--- config.mk ---
export PLATFORM = sky130hd
export DESIGN_NAME = stereo_auto_gain_limiter_top_flat
export DESIGN_NICKNAME = d
export VERILOG_FILES = /design/src/rtl/sagl_pkg.sv /design/src/rtl/sagl_if.sv /design/src/rtl/sagl_mul.sv /design/src/rtl/sagl_div.sv /design/src/rtl/stereo_auto_gain_limiter_top.sv /design/src/flat_wrapper.sv
export SDC_FILE = /design/constraint.sdc
export NUM_CORES = 1
export LEC_CHECK = 0
export ABC_CLOCK_PERIOD_IN_PS = 3600
export BUFFER_PORTS_ARGS = -buffer_cell sky130_fd_sc_hd__buf_4
export CORE_MARGIN = 1
export CORE_UTILIZATION = 40
export DETAILED_ROUTE_END_ITERATION = 10
export GPL_ROUTABILITY_DRIVEN = 0
export HOLD_SLACK_MARGIN = 0.15
export SYNTH_ARGS = -nofsm -noshare
export SYNTH_HDL_FRONTEND = slang
export SYNTH_SLANG_ARGS = --single-unit
--- constraint.sdc ---
create_clock -name clk -period 3.6 [get_ports clk]
set_input_delay 0 -clock clk [delete_from_list [all_inputs] [get_ports clk]]
set_output_delay 0 -clock clk [all_outputs]
set_load 0.01 [all_outputs]
--- src/rtl/sagl_pkg.sv ---
`default_nettype none
package sagl_pkg;

  localparam int unsigned SAMP_W = 16;
  localparam int unsigned GAIN_W = 26;
  localparam int unsigned FRAC_W = 16;
  localparam int unsigned GROW_W = 16;
  localparam int unsigned LVL_W  = 15;
  localparam int unsigned CFG_IDX_W  = 8;
  localparam int unsigned CFG_DATA_W = 32;

  // Serial multiplier: GAIN_W x SAMP_W, one multiplier bit per cycle.
  localparam int unsigned MUL_A_W   = GAIN_W;
  localparam int unsigned MUL_B_W   = SAMP_W;
  localparam int unsigned PROD_W    = MUL_A_W + MUL_B_W;
  localparam int unsigned MUL_CNT_W = $clog2(MUL_B_W);

  // Serial divider: (level << FRAC_W) / magnitude, one quotient bit per cycle.
  localparam int unsigned DIVD_W    = LVL_W + FRAC_W;
  localparam int unsigned DVS_W     = SAMP_W;
  localparam int unsigned DIV_CNT_W = $clog2(DIVD_W);

  localparam logic [GAIN_W-1:0] GAIN_MAX      = {GAIN_W{1'b1}};
  localparam logic [GAIN_W-1:0] GAIN_RST      = GAIN_W'(1310720);
  localparam logic [GROW_W-1:0] GROWTH_RST    = GROW_W'(26);
  localparam logic [LVL_W-1:0]  TARGET_RST    = LVL_W'(32000);
  localparam logic [LVL_W-1:0]  THRESHOLD_RST = LVL_W'(60);

  typedef enum logic [CFG_IDX_W-1:0] {
    REG_INITIAL_GAIN    = 8'd0,
    REG_GROWTH_STEP     = 8'd1,
    REG_TARGET_LEVEL    = 8'd2,
    REG_QUIET_THRESHOLD = 8'd3
  } cfg_reg_t;

  typedef enum logic [2:0] {
    ST_IDLE,
    ST_GROW,
    ST_TEST,
    ST_DIV,
    ST_SCALE,
    ST_DONE
  } state_t;

  typedef struct packed {
    logic busy;
    logic done;
  } unit_stat_t;

endpackage
`default_nettype wire

--- src/rtl/sagl_if.sv ---
`default_nettype none
interface sagl_in_if;
  logic                            valid;
  logic                            ready;
  logic signed [sagl_pkg::SAMP_W-1:0] left_in;
  logic signed [sagl_pkg::SAMP_W-1:0] right_in;

  modport source (output valid, output left_in, output right_in, input ready);
  modport sink   (input valid, input left_in, input right_in, output ready);
endinterface

interface sagl_out_if;
  logic                            valid;
  logic                            ready;
  logic signed [sagl_pkg::SAMP_W-1:0] left_out;
  logic signed [sagl_pkg::SAMP_W-1:0] right_out;

  modport source (output valid, output left_out, output right_out, input ready);
  modport sink   (input valid, input left_out, input right_out, output ready);
endinterface

interface sagl_cfg_if;
  logic                                valid;
  logic                                ready;
  logic [sagl_pkg::CFG_IDX_W-1:0]      index;
  logic [sagl_pkg::CFG_DATA_W-1:0]     data;

  modport source (output valid, output index, output data, input ready);
  modport sink   (input valid, input index, input data, output ready);
endinterface
`default_nettype wire

--- src/rtl/sagl_mul.sv ---
`default_nettype none
// Shift-and-add multiplier, one multiplier bit per cycle, LSB first.
module sagl_mul (
  input  wire logic                           clk,
  input  wire logic                           rst_n,
  input  wire logic                           start,
  input  wire logic [sagl_pkg::MUL_A_W-1:0]   a,
  input  wire logic [sagl_pkg::MUL_B_W-1:0]   b,
  output sagl_pkg::unit_stat_t                stat,
  output logic      [sagl_pkg::PROD_W-1:0]    prod
);

  localparam int unsigned AW = sagl_pkg::MUL_A_W;
  localparam int unsigned BW = sagl_pkg::MUL_B_W;

  logic                              busy_r, busy_nxt;
  logic                              done_r, done_nxt;
  logic [sagl_pkg::MUL_CNT_W-1:0]    cnt_r, cnt_nxt;
  logic [sagl_pkg::PROD_W-1:0]       p_r, p_nxt;
  logic [AW-1:0]                     a_r, a_nxt;
  logic [AW:0]                       sum;

  // The upper part accumulates; the lower part holds the remaining multiplier bits.
  assign sum = {1'b0, p_r[sagl_pkg::PROD_W-1:BW]} + (p_r[0] ? {1'b0, a_r} : {(AW+1){1'b0}});

  always_comb begin
    busy_nxt = busy_r;
    done_nxt = 1'b0;
    cnt_nxt  = cnt_r;
    p_nxt    = p_r;
    a_nxt    = a_r;
    if (start) begin
      busy_nxt = 1'b1;
      cnt_nxt  = '0;
      p_nxt    = {{AW{1'b0}}, b};
      a_nxt    = a;
    end else if (busy_r) begin
      p_nxt   = {sum, p_r[BW-1:1]};
      cnt_nxt = cnt_r + 1'b1;
      if (cnt_r == sagl_pkg::MUL_CNT_W'(BW - 1)) begin
        busy_nxt = 1'b0;
        done_nxt = 1'b1;
      end
    end
  end

  always_ff @(posedge clk) begin
    if (!rst_n) begin
      busy_r <= 1'b0;
      done_r <= 1'b0;
      cnt_r  <= '0;
    end else begin
      busy_r <= busy_nxt;
      done_r <= done_nxt;
      cnt_r  <= cnt_nxt;
    end
    p_r <= p_nxt;
    a_r <= a_nxt;
  end

  assign stat.busy = busy_r;
  assign stat.done = done_r;
  assign prod      = p_r;

endmodule
`default_nettype wire

--- src/rtl/sagl_div.sv ---
`default_nettype none
// Restoring divider, one quotient bit per cycle, MSB first.
module sagl_div (
  input  wire logic                          clk,
  input  wire logic                          rst_n,
  input  wire logic                          start,
  input  wire logic [sagl_pkg::DIVD_W-1:0]   dividend,
  input  wire logic [sagl_pkg::DVS_W-1:0]    divisor,
  output sagl_pkg::unit_stat_t               stat,
  output logic      [sagl_pkg::DIVD_W-1:0]   quot
);

  localparam int unsigned NW = sagl_pkg::DIVD_W;
  localparam int unsigned DW = sagl_pkg::DVS_W;

  logic                              busy_r, busy_nxt;
  logic                              done_r, done_nxt;
  logic [sagl_pkg::DIV_CNT_W-1:0]    cnt_r, cnt_nxt;
  logic [DW-1:0]                     rem_r, rem_nxt;
  logic [NW-1:0]                     dq_r, dq_nxt;
  logic [DW-1:0]                     dvs_r, dvs_nxt;
  logic [DW:0]                       rem_sh;
  logic [DW:0]                       diff;
  logic                              ge;

  // The dividend shifts out of the top of dq_r while quotient bits shift in below.
  assign rem_sh = {rem_r, dq_r[NW-1]};
  assign diff   = rem_sh - {1'b0, dvs_r};
  assign ge     = (rem_sh >= {1'b0, dvs_r});

  always_comb begin
    busy_nxt = busy_r;
    done_nxt = 1'b0;
    cnt_nxt  = cnt_r;
    rem_nxt  = rem_r;
    dq_nxt   = dq_r;
    dvs_nxt  = dvs_r;
    if (start) begin
      busy_nxt = 1'b1;
      cnt_nxt  = '0;
      rem_nxt  = '0;
      dq_nxt   = dividend;
      dvs_nxt  = divisor;
    end else if (busy_r) begin
      rem_nxt = ge ? diff[DW-1:0] : rem_sh[DW-1:0];
      dq_nxt  = {dq_r[NW-2:0], ge};
      cnt_nxt = cnt_r + 1'b1;
      if (cnt_r == sagl_pkg::DIV_CNT_W'(NW - 1)) begin
        busy_nxt = 1'b0;
        done_nxt = 1'b1;
      end
    end
  end

  always_ff @(posedge clk) begin
    if (!rst_n) begin
      busy_r <= 1'b0;
      done_r <= 1'b0;
      cnt_r  <= '0;
    end else begin
      busy_r <= busy_nxt;
      done_r <= done_nxt;
      cnt_r  <= cnt_nxt;
    end
    rem_r <= rem_nxt;
    dq_r  <= dq_nxt;
    dvs_r <= dvs_nxt;
  end

  assign stat.busy = busy_r;
  assign stat.done = done_r;
  assign quot      = dq_r;

endmodule
`default_nettype wire

--- src/rtl/stereo_auto_gain_limiter_top.sv ---
// Each accepted beat takes three passes through the serial multiplier (growth, test,
// scale); when the gain is limited, the 31-step serial divider runs between the test
// and scale passes. A new stereo beat is taken only once the previous result beat
// has been loaded into the output register.
// Reset (rst_n low, synchronous): gain returns to 20.0, config registers to defaults.
`default_nettype none
module stereo_auto_gain_limiter_top (
  input  wire logic   clk,
  input  wire logic   rst_n,
  sagl_in_if.sink     in_ch,
  sagl_out_if.source  out_ch,
  sagl_cfg_if.sink    cfg_ch
);

  localparam int unsigned SW = sagl_pkg::SAMP_W;
  localparam int unsigned GW = sagl_pkg::GAIN_W;
  localparam int unsigned FW = sagl_pkg::FRAC_W;
  localparam int unsigned PW = sagl_pkg::PROD_W;
  localparam int unsigned LW = sagl_pkg::LVL_W;

  // Configuration registers. A write to initial_gain is accepted, but since reset
  // reloads its default before the gain could ever be reloaded from it, it has no
  // visible effect and is not stored.
  logic [sagl_pkg::GROW_W-1:0] growth_r;
  logic [LW-1:0]               target_r;
  logic [LW-1:0]               thr_r;

  always_ff @(posedge clk) begin
    if (!rst_n) begin
      growth_r <= sagl_pkg::GROWTH_RST;
      target_r <= sagl_pkg::TARGET_RST;
      thr_r    <= sagl_pkg::THRESHOLD_RST;
    end else if (cfg_ch.valid && cfg_ch.ready) begin
      case (cfg_ch.index)
        sagl_pkg::REG_INITIAL_GAIN:    ;
        sagl_pkg::REG_GROWTH_STEP:     growth_r <= cfg_ch.data[sagl_pkg::GROW_W-1:0];
        sagl_pkg::REG_TARGET_LEVEL:    target_r <= cfg_ch.data[LW-1:0];
        sagl_pkg::REG_QUIET_THRESHOLD: thr_r    <= cfg_ch.data[LW-1:0];
        default:                       ;
      endcase
    end
  end

  assign cfg_ch.ready = 1'b1;

  // Datapath registers.
  sagl_pkg::state_t state_r, state_nxt;
  logic [GW-1:0]    gain_r;
  logic [GW-1:0]    g_r;
  logic [SW-1:0]    l_mag_r;
  logic [SW-1:0]    r_mag_r;
  logic             l_neg_r;
  logic             r_neg_r;
  logic             out_valid_r;
  logic [SW-1:0]    out_l_r;
  logic [SW-1:0]    out_r_r;

  logic                                in_acc;
  logic                                out_free;
  logic [SW-1:0]                       l_abs;
  logic [SW-1:0]                       r_abs;
  logic [GW:0]                         grow_sum;
  logic [GW-1:0]                       g_grow;
  logic                                limit_hit;

  logic                                mul0_start, mul1_start, div_start;
  logic [sagl_pkg::MUL_A_W-1:0]        mul_a;
  logic [sagl_pkg::MUL_B_W-1:0]        mul0_b;
  sagl_pkg::unit_stat_t                mul0_stat, mul1_stat, div_stat;
  logic [PW-1:0]                       mul0_prod, mul1_prod;
  logic [sagl_pkg::DIVD_W-1:0]         div_q;
  logic                                out_load;

  assign in_acc   = in_ch.valid && in_ch.ready;
  assign out_free = !out_valid_r || out_ch.ready;

  // Magnitudes of the samples; -32768 maps to 32768, which still fits in 16 bits.
  assign l_abs = in_ch.left_in[SW-1]  ? (~in_ch.left_in  + 1'b1) : in_ch.left_in;
  assign r_abs = in_ch.right_in[SW-1] ? (~in_ch.right_in + 1'b1) : in_ch.right_in;

  // Growth: gain + floor(gain * growth / 2^16), saturated to the largest gain.
  assign grow_sum = {1'b0, gain_r} + {1'b0, mul0_prod[PW-1:FW]};
  assign g_grow   = grow_sum[GW] ? sagl_pkg::GAIN_MAX : grow_sum[GW-1:0];

  // Limiting applies when the right magnitude clears the quiet threshold and the
  // grown gain times that magnitude overshoots the target level.
  assign limit_hit = (r_mag_r > {1'b0, thr_r}) &&
                     (mul0_prod > {{(PW-LW-FW){1'b0}}, target_r, {FW{1'b0}}});

  // Truncate toward zero and saturate to the signed 16-bit range.
  function automatic logic [SW-1:0] scale_sat(input logic neg,
                                              input logic [GW-1:0] mag);
    logic [GW-1:0] lim;
    lim = mag;
    if (neg) begin
      if (mag > GW'(32768)) begin
        lim = GW'(32768);
      end
      scale_sat = ~lim[SW-1:0] + 1'b1;
    end else begin
      if (mag > GW'(32767)) begin
        lim = GW'(32767);
      end
      scale_sat = lim[SW-1:0];
    end
  endfunction

  // Next-state logic.
  always_comb begin
    state_nxt = state_r;
    case (state_r)
      sagl_pkg::ST_IDLE: begin
        if (in_acc) begin
          state_nxt = sagl_pkg::ST_GROW;
        end
      end
      sagl_pkg::ST_GROW: begin
        if (mul0_stat.done) begin
          state_nxt = sagl_pkg::ST_TEST;
        end
      end
      sagl_pkg::ST_TEST: begin
        if (mul0_stat.done) begin
          state_nxt = limit_hit ? sagl_pkg::ST_DIV : sagl_pkg::ST_SCALE;
        end
      end
      sagl_pkg::ST_DIV: begin
        if (div_stat.done) begin
          state_nxt = sagl_pkg::ST_SCALE;
        end
      end
      sagl_pkg::ST_SCALE: begin
        if (mul0_stat.done) begin
          state_nxt = sagl_pkg::ST_DONE;
        end
      end
      sagl_pkg::ST_DONE: begin
        if (out_free) begin
          state_nxt = sagl_pkg::ST_IDLE;
        end
      end
      default: state_nxt = sagl_pkg::ST_IDLE;
    endcase
  end

  // Control outputs and operand selection. Both multipliers share operand a: in
  // the scaling pass they run in lockstep on the left and right magnitudes.
  always_comb begin
    in_ch.ready = 1'b0;
    mul0_start  = 1'b0;
    mul1_start  = 1'b0;
    div_start   = 1'b0;
    out_load    = 1'b0;
    mul_a       = g_r;
    mul0_b      = l_mag_r;
    case (state_r)
      sagl_pkg::ST_IDLE: begin
        in_ch.ready = 1'b1;
        mul0_start  = in_acc;
        mul_a       = gain_r;
        mul0_b      = growth_r;
      end
      sagl_pkg::ST_GROW: begin
        mul0_start = mul0_stat.done;
        mul_a      = g_grow;
        mul0_b     = r_mag_r;
      end
      sagl_pkg::ST_TEST: begin
        mul0_start = mul0_stat.done && !limit_hit;
        mul1_start = mul0_stat.done && !limit_hit;
        div_start  = mul0_stat.done && limit_hit;
      end
      sagl_pkg::ST_DIV: begin
        mul0_start = div_stat.done;
        mul1_start = div_stat.done;
        mul_a      = div_q[GW-1:0];
      end
      sagl_pkg::ST_SCALE: begin
      end
      sagl_pkg::ST_DONE: begin
        out_load = out_free;
      end
      default: begin
      end
    endcase
  end

  always_ff @(posedge clk) begin
    if (!rst_n) begin
      state_r     <= sagl_pkg::ST_IDLE;
      gain_r      <= sagl_pkg::GAIN_RST;
      out_valid_r <= 1'b0;
    end else begin
      state_r <= state_nxt;
      if (out_load) begin
        gain_r      <= g_r;
        out_valid_r <= 1'b1;
      end else if (out_ch.ready) begin
        out_valid_r <= 1'b0;
      end
    end
    if (in_acc) begin
      l_mag_r <= l_abs;
      r_mag_r <= r_abs;
      l_neg_r <= in_ch.left_in[SW-1];
      r_neg_r <= in_ch.right_in[SW-1];
    end
    if (state_r == sagl_pkg::ST_GROW && mul0_stat.done) begin
      g_r <= g_grow;
    end else if (state_r == sagl_pkg::ST_DIV && div_stat.done) begin
      g_r <= div_q[GW-1:0];
    end
    if (out_load) begin
      out_l_r <= scale_sat(l_neg_r, mul0_prod[PW-1:FW]);
      out_r_r <= scale_sat(r_neg_r, mul1_prod[PW-1:FW]);
    end
  end

  assign out_ch.valid     = out_valid_r;
  assign out_ch.left_out  = out_l_r;
  assign out_ch.right_out = out_r_r;

  sagl_mul u_mul0 (
    .clk   (clk),
    .rst_n (rst_n),
    .start (mul0_start),
    .a     (mul_a),
    .b     (mul0_b),
    .stat  (mul0_stat),
    .prod  (mul0_prod)
  );

  sagl_mul u_mul1 (
    .clk   (clk),
    .rst_n (rst_n),
    .start (mul1_start),
    .a     (mul_a),
    .b     (r_mag_r),
    .stat  (mul1_stat),
    .prod  (mul1_prod)
  );

  sagl_div u_div (
    .clk      (clk),
    .rst_n    (rst_n),
    .start    (div_start),
    .dividend ({target_r, {FW{1'b0}}}),
    .divisor  (r_mag_r),
    .stat     (div_stat),
    .quot     (div_q)
  );

  // Multiplier 0 is never restarted while it is still working.
  a_mul0_no_restart: assert property (@(posedge clk) disable iff (!rst_n)
    mul0_start |-> !mul0_stat.busy)
    else $error("multiplier 0 restarted while busy");

  // The two scaling multipliers finish in the same cycle.
  a_scale_lockstep: assert property (@(posedge clk) disable iff (!rst_n)
    (state_r == sagl_pkg::ST_SCALE) |-> (mul0_stat.done == mul1_stat.done))
    else $error("scaling multipliers out of step");

  // A limited gain is always below the grown gain it replaces.
  a_limit_lowers_gain: assert property (@(posedge clk) disable iff (!rst_n)
    (state_r == sagl_pkg::ST_DIV && div_stat.done) |->
      (div_q < {{(sagl_pkg::DIVD_W-GW){1'b0}}, g_r}))
    else $error("limited gain not below grown gain");

  // Finishing an item presents a result beat and frees the input side.
  a_done_presents: assert property (@(posedge clk) disable iff (!rst_n)
    (state_r == sagl_pkg::ST_DONE && out_free) |=>
      (out_valid_r && state_r == sagl_pkg::ST_IDLE))
    else $error("finished item not presented");

endmodule
`default_nettype wire

--- src/flat_wrapper.sv ---
// flat-port wrapper written by rule: the top's interface ports become plain ports
module stereo_auto_gain_limiter_top_flat 
  (clk, rst_n, in_ch_valid, in_ch_left_in, in_ch_right_in, in_ch_ready, out_ch_valid, out_ch_left_out, out_ch_right_out, out_ch_ready, cfg_ch_valid, cfg_ch_index, cfg_ch_data, cfg_ch_ready);
  sagl_in_if in_ch_i ();
  sagl_out_if out_ch_i ();
  sagl_cfg_if cfg_ch_i ();
  input  wire logic clk;
  input  wire logic rst_n;
  input wire logic [$bits(in_ch_i.valid)-1:0] in_ch_valid;
  input wire logic [$bits(in_ch_i.left_in)-1:0] in_ch_left_in;
  input wire logic [$bits(in_ch_i.right_in)-1:0] in_ch_right_in;
  output wire logic [$bits(in_ch_i.ready)-1:0] in_ch_ready;
  output wire logic [$bits(out_ch_i.valid)-1:0] out_ch_valid;
  output wire logic [$bits(out_ch_i.left_out)-1:0] out_ch_left_out;
  output wire logic [$bits(out_ch_i.right_out)-1:0] out_ch_right_out;
  input wire logic [$bits(out_ch_i.ready)-1:0] out_ch_ready;
  input wire logic [$bits(cfg_ch_i.valid)-1:0] cfg_ch_valid;
  input wire logic [$bits(cfg_ch_i.index)-1:0] cfg_ch_index;
  input wire logic [$bits(cfg_ch_i.data)-1:0] cfg_ch_data;
  output wire logic [$bits(cfg_ch_i.ready)-1:0] cfg_ch_ready;
  assign in_ch_i.valid = in_ch_valid;
  assign in_ch_i.left_in = in_ch_left_in;
  assign in_ch_i.right_in = in_ch_right_in;
  assign in_ch_ready = in_ch_i.ready;
  assign out_ch_valid = out_ch_i.valid;
  assign out_ch_left_out = out_ch_i.left_out;
  assign out_ch_right_out = out_ch_i.right_out;
  assign out_ch_i.ready = out_ch_ready;
  assign cfg_ch_i.valid = cfg_ch_valid;
  assign cfg_ch_i.index = cfg_ch_index;
  assign cfg_ch_i.data = cfg_ch_data;
  assign cfg_ch_ready = cfg_ch_i.ready;
  stereo_auto_gain_limiter_top u_core (.clk(clk), .rst_n(rst_n), .in_ch(in_ch_i), .out_ch(out_ch_i), .cfg_ch(cfg_ch_i));
endmodule
### Yosys cells after proc, flatten, opt, wreduce, memory -nomap -nowiden

Index checks and enable logic that the tools add are counted.

* $lt $le $gt $ge: 7
* bitwise operators: 7
* equal/unequal tests: 17
* reductions and logical operators: 24
* add/sub/neg operators: 11
* muxes and demuxes: 52

Operators with widths (count)
* $mux 16: 15
* $mux 26: 5
* $add 26x26->27: 3
* $pmux 26 s3: 1
* $add 16x1->16 const B: 4
* $not 16->16: 4
* $mux 31: 2
* $gt 26x15->1 const B: 2
* $gt 26x16->1 const B: 2
* $gt 42x31->1: 1
* $pmux 16 s2: 1
* $mux 15: 2
* $mux 3: 7
* $pmux 3 s6: 1
* $ge 17x16->1: 1
* $eq 8x2->1 const B: 2
* $gt 16x15->1: 1
* $mux 1: 16
* $sub 16x16->16: 1
* $reduce_bool 2->1: 5
* $add 4x1->4 const B: 2
* $eq 4x4->1 const B: 2
* $eq 8x1->1 const B: 1
* $ne 2x2->1 const B: 4
* 17 further kinds: 33

* input port bits: 77
* register bits after elaboration: 385
* word-level logic and storage cells: 151
* output and inout bits: 35

### Depth between registers and ports, before layout

* depth after elaboration: 7
* mapped depth: 14
* gate-level depth less buffers: 13

### By module

Synthesis repeated with hierarchy kept, for this count alone.

* cells, all modules: 2514
* area, all modules: 23244.8 um2

Modules (own cells, without submodules)
* stereo_auto_gain_limiter_top: cells each 1325, sequential area each 4284.1 um2, area an instance 10860.4 um2, times used 1
* sagl_mul (u_core.u_mul1): cells each 443, sequential area each 1901.8 um2, area an instance 4474.3 um2, times used 1
* sagl_mul (u_core.u_mul0): cells each 402, sequential area each 1901.8 um2, area an instance 4100.2 um2, times used 1
* sagl_div: cells each 344, sequential area each 1871.8 um2, area an instance 3809.9 um2, times used 1

### Worst setup path after synthesis

OpenSTA, ideal clock, no wires.

* path type: reg2reg
* start: register u_core.state_r[1]
* end: register u_core.u_mul0.a_r[0] (enable)
* cell stages (with the launch flop): 8
* path buffers: 2
* path slack: -0.340 ns
* period minus slack after synthesis: 3.940 ns
* required time: 3.226 ns
* setup time: 0.374 ns
* arrival: 3.566 ns
* path through: dfxtp_1 clkbuf_1 mux2i_1 nor3_1 or2_2 nor2_1 inv_1 buf_2

* cells in the longest elaborated chain, start to end: 4
* elaborated cells on any way between the ends: 7
* those cells by class: eq/ne (3); mux (2); reduce/logical (2)

Ends and longest elaborated chain
* start, declared: RTL line stereo_auto_gain_limiter_top.sv:47 `sagl_pkg::state_t state_r, state_nxt;`
* start signal, assigned: RTL line stereo_auto_gain_limiter_top.sv:190 `state_r <= sagl_pkg::ST_IDLE;`
* start signal, assigned: RTL line stereo_auto_gain_limiter_top.sv:194 `state_r <= state_nxt;`
* $logic_not 3->1: RTL line stereo_auto_gain_limiter_top.sv:156 `case (state_r)`
* $mux 1: RTL line stereo_auto_gain_limiter_top.sv:156
* $logic_and 1x1->1: RTL line stereo_auto_gain_limiter_top.sv:74 `assign in_acc = in_ch.valid && in_ch.ready;`
* $pmux 1 s4 *: RTL line stereo_auto_gain_limiter_top.sv:156
* via u_core.mul0_start: RTL line stereo_auto_gain_limiter_top.sv:66 `logic mul0_start, mul1_start, div_start;`
* end signal, assigned: RTL line sagl_mul.sv:58 `a_r <= a_nxt;`
* end, declared: RTL line sagl_mul.sv:20 `logic [AW-1:0] a_r, a_nxt;`

The timed path passes the listed nets; every way through them passes the cells marked *.
A chain may end at the register's enable or synchronous reset.

### Final worst setup path

* start: register u_core.gain_r[0]
* end: register u_core.u_mul0.a_r[11], data pin

* cells in the longest elaborated chain, start to end: 3

Ends and longest elaborated chain
* start, declared: RTL line stereo_auto_gain_limiter_top.sv:48 `logic [GW-1:0] gain_r;`
* start signal, assigned: RTL line stereo_auto_gain_limiter_top.sv:191 `gain_r <= sagl_pkg::GAIN_RST;`
* start signal, assigned: RTL line stereo_auto_gain_limiter_top.sv:196 `gain_r <= g_r;`
* $add 26x26->27: RTL line stereo_auto_gain_limiter_top.sv:82 `assign grow_sum = {1'b0, gain_r} + {1'b0, mul0_prod[PW-1:FW]};`
* $mux 26: RTL line stereo_auto_gain_limiter_top.sv:83 `assign g_grow = grow_sum[GW] ? sagl_pkg::GAIN_MAX : grow_sum[GW-1:0];`
* $pmux 26 s3: RTL line stereo_auto_gain_limiter_top.sv:156
* via u_core.mul_a, one bit: RTL line stereo_auto_gain_limiter_top.sv:67 `logic [sagl_pkg::MUL_A_W-1:0] mul_a;`

The timed path passes the listed nets, and every way through them passes these cells.

==> out/results.tsv <==
metric	value	unit
reg2reg end	u_core.u_mul0.a_r[11]$_DFFE_PP_	
CORE AREA	55200	um^2
CP arrival	3.81	ns
Net Count, Synth	2658	
# H-tree levels	2	
GRT overflow	0	
Startpoint Class	flop	
routed wire length	65.9	mm
gate count of the mapped netlist	2445	
Worst Skew	0.0267	ns
CP Max Fanout	23	
hold crit path type	in -> reg	
Tcrit/Tclk final	0.969	
Req. time, crit path	3.92	ns
Slew Limit Fails	0	
Mapped Area	22400	um^2
Yosys reg bits	385	
count of flip-flops with a built-in enable after synthesis	207	
library cells used by synthesis	83	
WHS Path Cells	2	
commonest non-fill, non-tap cells in the layout	310 x nand2_1, 262 x nor2_1, 207 x edfxtp_1	
type of destination of the critical path	flop	
pwr dens	627	nW/um^2
clk_lat worst skew	0.59	ns
pin count of the biggest net entering global routing	65	
nets	2872	
CTS sink cnt	385	
reg2reg start	u_core.gain_r[0]$_SDFFE_PN0P_	
MaxCap Viol Count	0	
CTS Buf Count	45	
clock transition at the registers of the reported paths	0.07	ns
reg-to-reg setup timing slack	0.11	ns
crit path kind	reg -> reg	
DRT iter0 DRCs	1425	
status	finished, final reports clean	
initial core utilization	0.405	
final hold viol count	0	
DR vias	19000	
Root Buffer	clkbuf_16	
Finished Layout Cells	3447	
commonest non-fill, non-tap cell in the layout	nand2_1	
antenna-violating nets left	0	
Area Overhead vs Synth	19.9	%
Final setup viols	0	
PortBufs	94	
DP Cell Count	3262	
vias in the first global route	18600	
Clock Tree Buf Depth	3	
Main synth FF type	edfxtp_1	
RSZ-0062 raised after global routing	yes	
all-layer global routing usage	0.232	
clock period minus worst slack	3.49	ns
first-pass detailed-route iteration total	5	
hold_ws	0.197	ns
Yosys warning total	0	
FFs w/ async S/R, synth	0	
VDD IR max	0.368	mV
post-layout util	0.486	
Die ar.	56900	um^2
leakage	10.8	nW
sequential share of the synthesized area	0.437	
Syn Area/Cell	9.15	um^2
vias per inst	5.52	
HP Start	in_ch_left_in[0]	
drt wl/cell	19.1	um
fmax	287	MHz
Hold Path Sink	u_core.l_mag_r[0]$_DFFE_PP_	
# IOs	112	
antenna violations before repair	2	
Die X-Extent	239	um
DRC	0	
worst setup margin	0.111	ns
Post-DP HPWL	47.3	mm
Slew @ Worst Pin	0.957	ns
row cnt	86	
worst reg2reg path depth	12	
CTS tree	built	
layout cells sized above 1	0.115	
Slew headroom	0.362	
first-pass GRT wire length	103	mm
Setup WS pre-CTS	0.100	ns
die height	239	um
==> per-layer routing <==
layer / part of all wire / global-route usage
met5: 0 / 0
met4: 0.048 / 0.113
met3: 0.056 / 0.0279
met2: 0.47 / 0.386
met1: 0.43 / 0.298
==> where the power goes <==
part,internal (mW),switching [mW],total [mW]
clock,2.67,1.90,4.56
sequential,5.42,0.673,6.09
combinational,2.46,3.70,6.16
total,10.5,6.27,16.8
==> how the worst max path moves through the flow <==
stage	endpoint	from	cells past startpoint
after floorplan	u_core.u_div.quot[16]$_DFFE_PP_	u_core.r_mag_r[14]$_DFFE_PP_	7
after global placement	u_core.u_mul0.prod[39]$_SDFFE_PP0P_	u_core.u_mul0.prod[0]$_DFFE_PP_	13
after detailed placement	u_core.u_mul1.a_r[11]$_DFFE_PP_	u_core.u_mul0.prod[16]$_SDFFE_PP0P_	12
after CTS	u_core.u_mul0.a_r[11]$_DFFE_PP_	u_core.gain_r[0]$_SDFFE_PN0P_	12
after global routing	u_core.u_mul1.prod[40]$_SDFFE_PP0P_	u_core.u_mul1.prod[0]$_DFFE_PP_	12
final	u_core.u_mul0.a_r[11]$_DFFE_PP_	u_core.gain_r[0]$_SDFFE_PN0P_	12
==> registers in the layout, summed over array words and instances (netlist names), 3 cells and up <==
| signal | count |
|---|---|
| u_core.growth_r | 16 |
| u_core.u_mul1.prod | 42 |
| u_core.u_mul1.a_r | 26 |
| u_core.thr_r | 15 |
| u_core.state_r | 3 |
| u_core.l_mag_r | 16 |
| u_core.u_div.rem_r | 16 |
| u_core.target_r | 15 |
| u_core.out_ch.right_out | 16 |
| u_core.u_mul0.prod | 42 |
| u_core.u_div.cnt_r | 5 |
| u_core.r_mag_r | 16 |
| u_core.out_ch.left_out | 16 |
| u_core.gain_r | 26 |
| u_core.u_div.quot | 31 |
| u_core.u_div.dvs_r | 16 |
| u_core.g_r | 26 |
| u_core.u_mul1.cnt_r | 4 |
| u_core.u_mul0.a_r | 26 |
| u_core.u_mul0.cnt_r | 4 |
==> stage by stage <==
stage | power (mW) | area [um^2] | TNS [ns]
floorplan | 9.93 | 22400 | 0
global placement | 12.0 | 24400 | 0
detailed placement | 12.1 | 24400 | 0
CTS | 16.8 | 26800 | 0
global route | 17.8 | 26800 | -0.0787
finish | 16.8 | 26800 | 0
==> area by class of cell <==
cell class	instances	area (um^2)
sequential	385	9780
fill	5148	28400
inverter	100	375
antenna	3	7.51
tap	748	936
timing repair buffer	281	2410
clock buffer	63	1260
clock inverter	21	216
multi-input combinational	1846	11800
==> cell usage after synthesis (31+ instances only) <==
library cell	count	area (um^2)
a211oi_1	31	233
a21boi_0	52	390
a21o_1	63	473
a21oi_1	166	831
and2_1	58	363
clkbuf_1	89	334
dfxtp_1	178	3560
edfxtp_1	207	6220
ha_1	132	1650
inv_1	98	368
mux2i_1	91	911
nand2_1	310	1160
nand3_1	38	190
nor2_1	266	998
nor3_1	44	220
o21ai_0	136	681
xnor2_1	71	622
xor2_1	34	298
==> critical path, stage by stage, from the launching register on <==
cell and delay, ns:
dfxtp_1 0.33, ha_1 0.21, fa_1 0.40, a21oi_1 0.26, o211ai_1 0.23, a2111oi_4 0.48
o41ai_2 0.17, a21oi_2 0.23, a2bb2oi_2 0.11, buf_12 0.17, nor2_1 0.18, nor2_1 0.06
o32a_1 0.37
==> what timing repair did <==
action / 4_1_cts / 5_1_grt
hold buffers: 97 / 0
endpoints found under the hold margin: 123 / 0
gates resized for setup: 0 / 4
buffers inserted: 0 / 1
endpoints found under the setup margin: 0 / 22
==> cell families after synthesis <==
| kind of cell | after synthesis | share of synthesized area |
|---|---|---|
| compound gates | 627 | 0.181 |
| xor+xnor | 105 | 0.0411 |
| fa+ha+maj | 136 | 0.0774 |
| buf+inv | 214 | 0.0370 |
| flops | 385 | 0.437 |
| mux | 108 | 0.0493 |
| other cells | 1 | 0.000168 |
| simple gates | 869 | 0.177 |
Power figures use the tool's default switching activity.
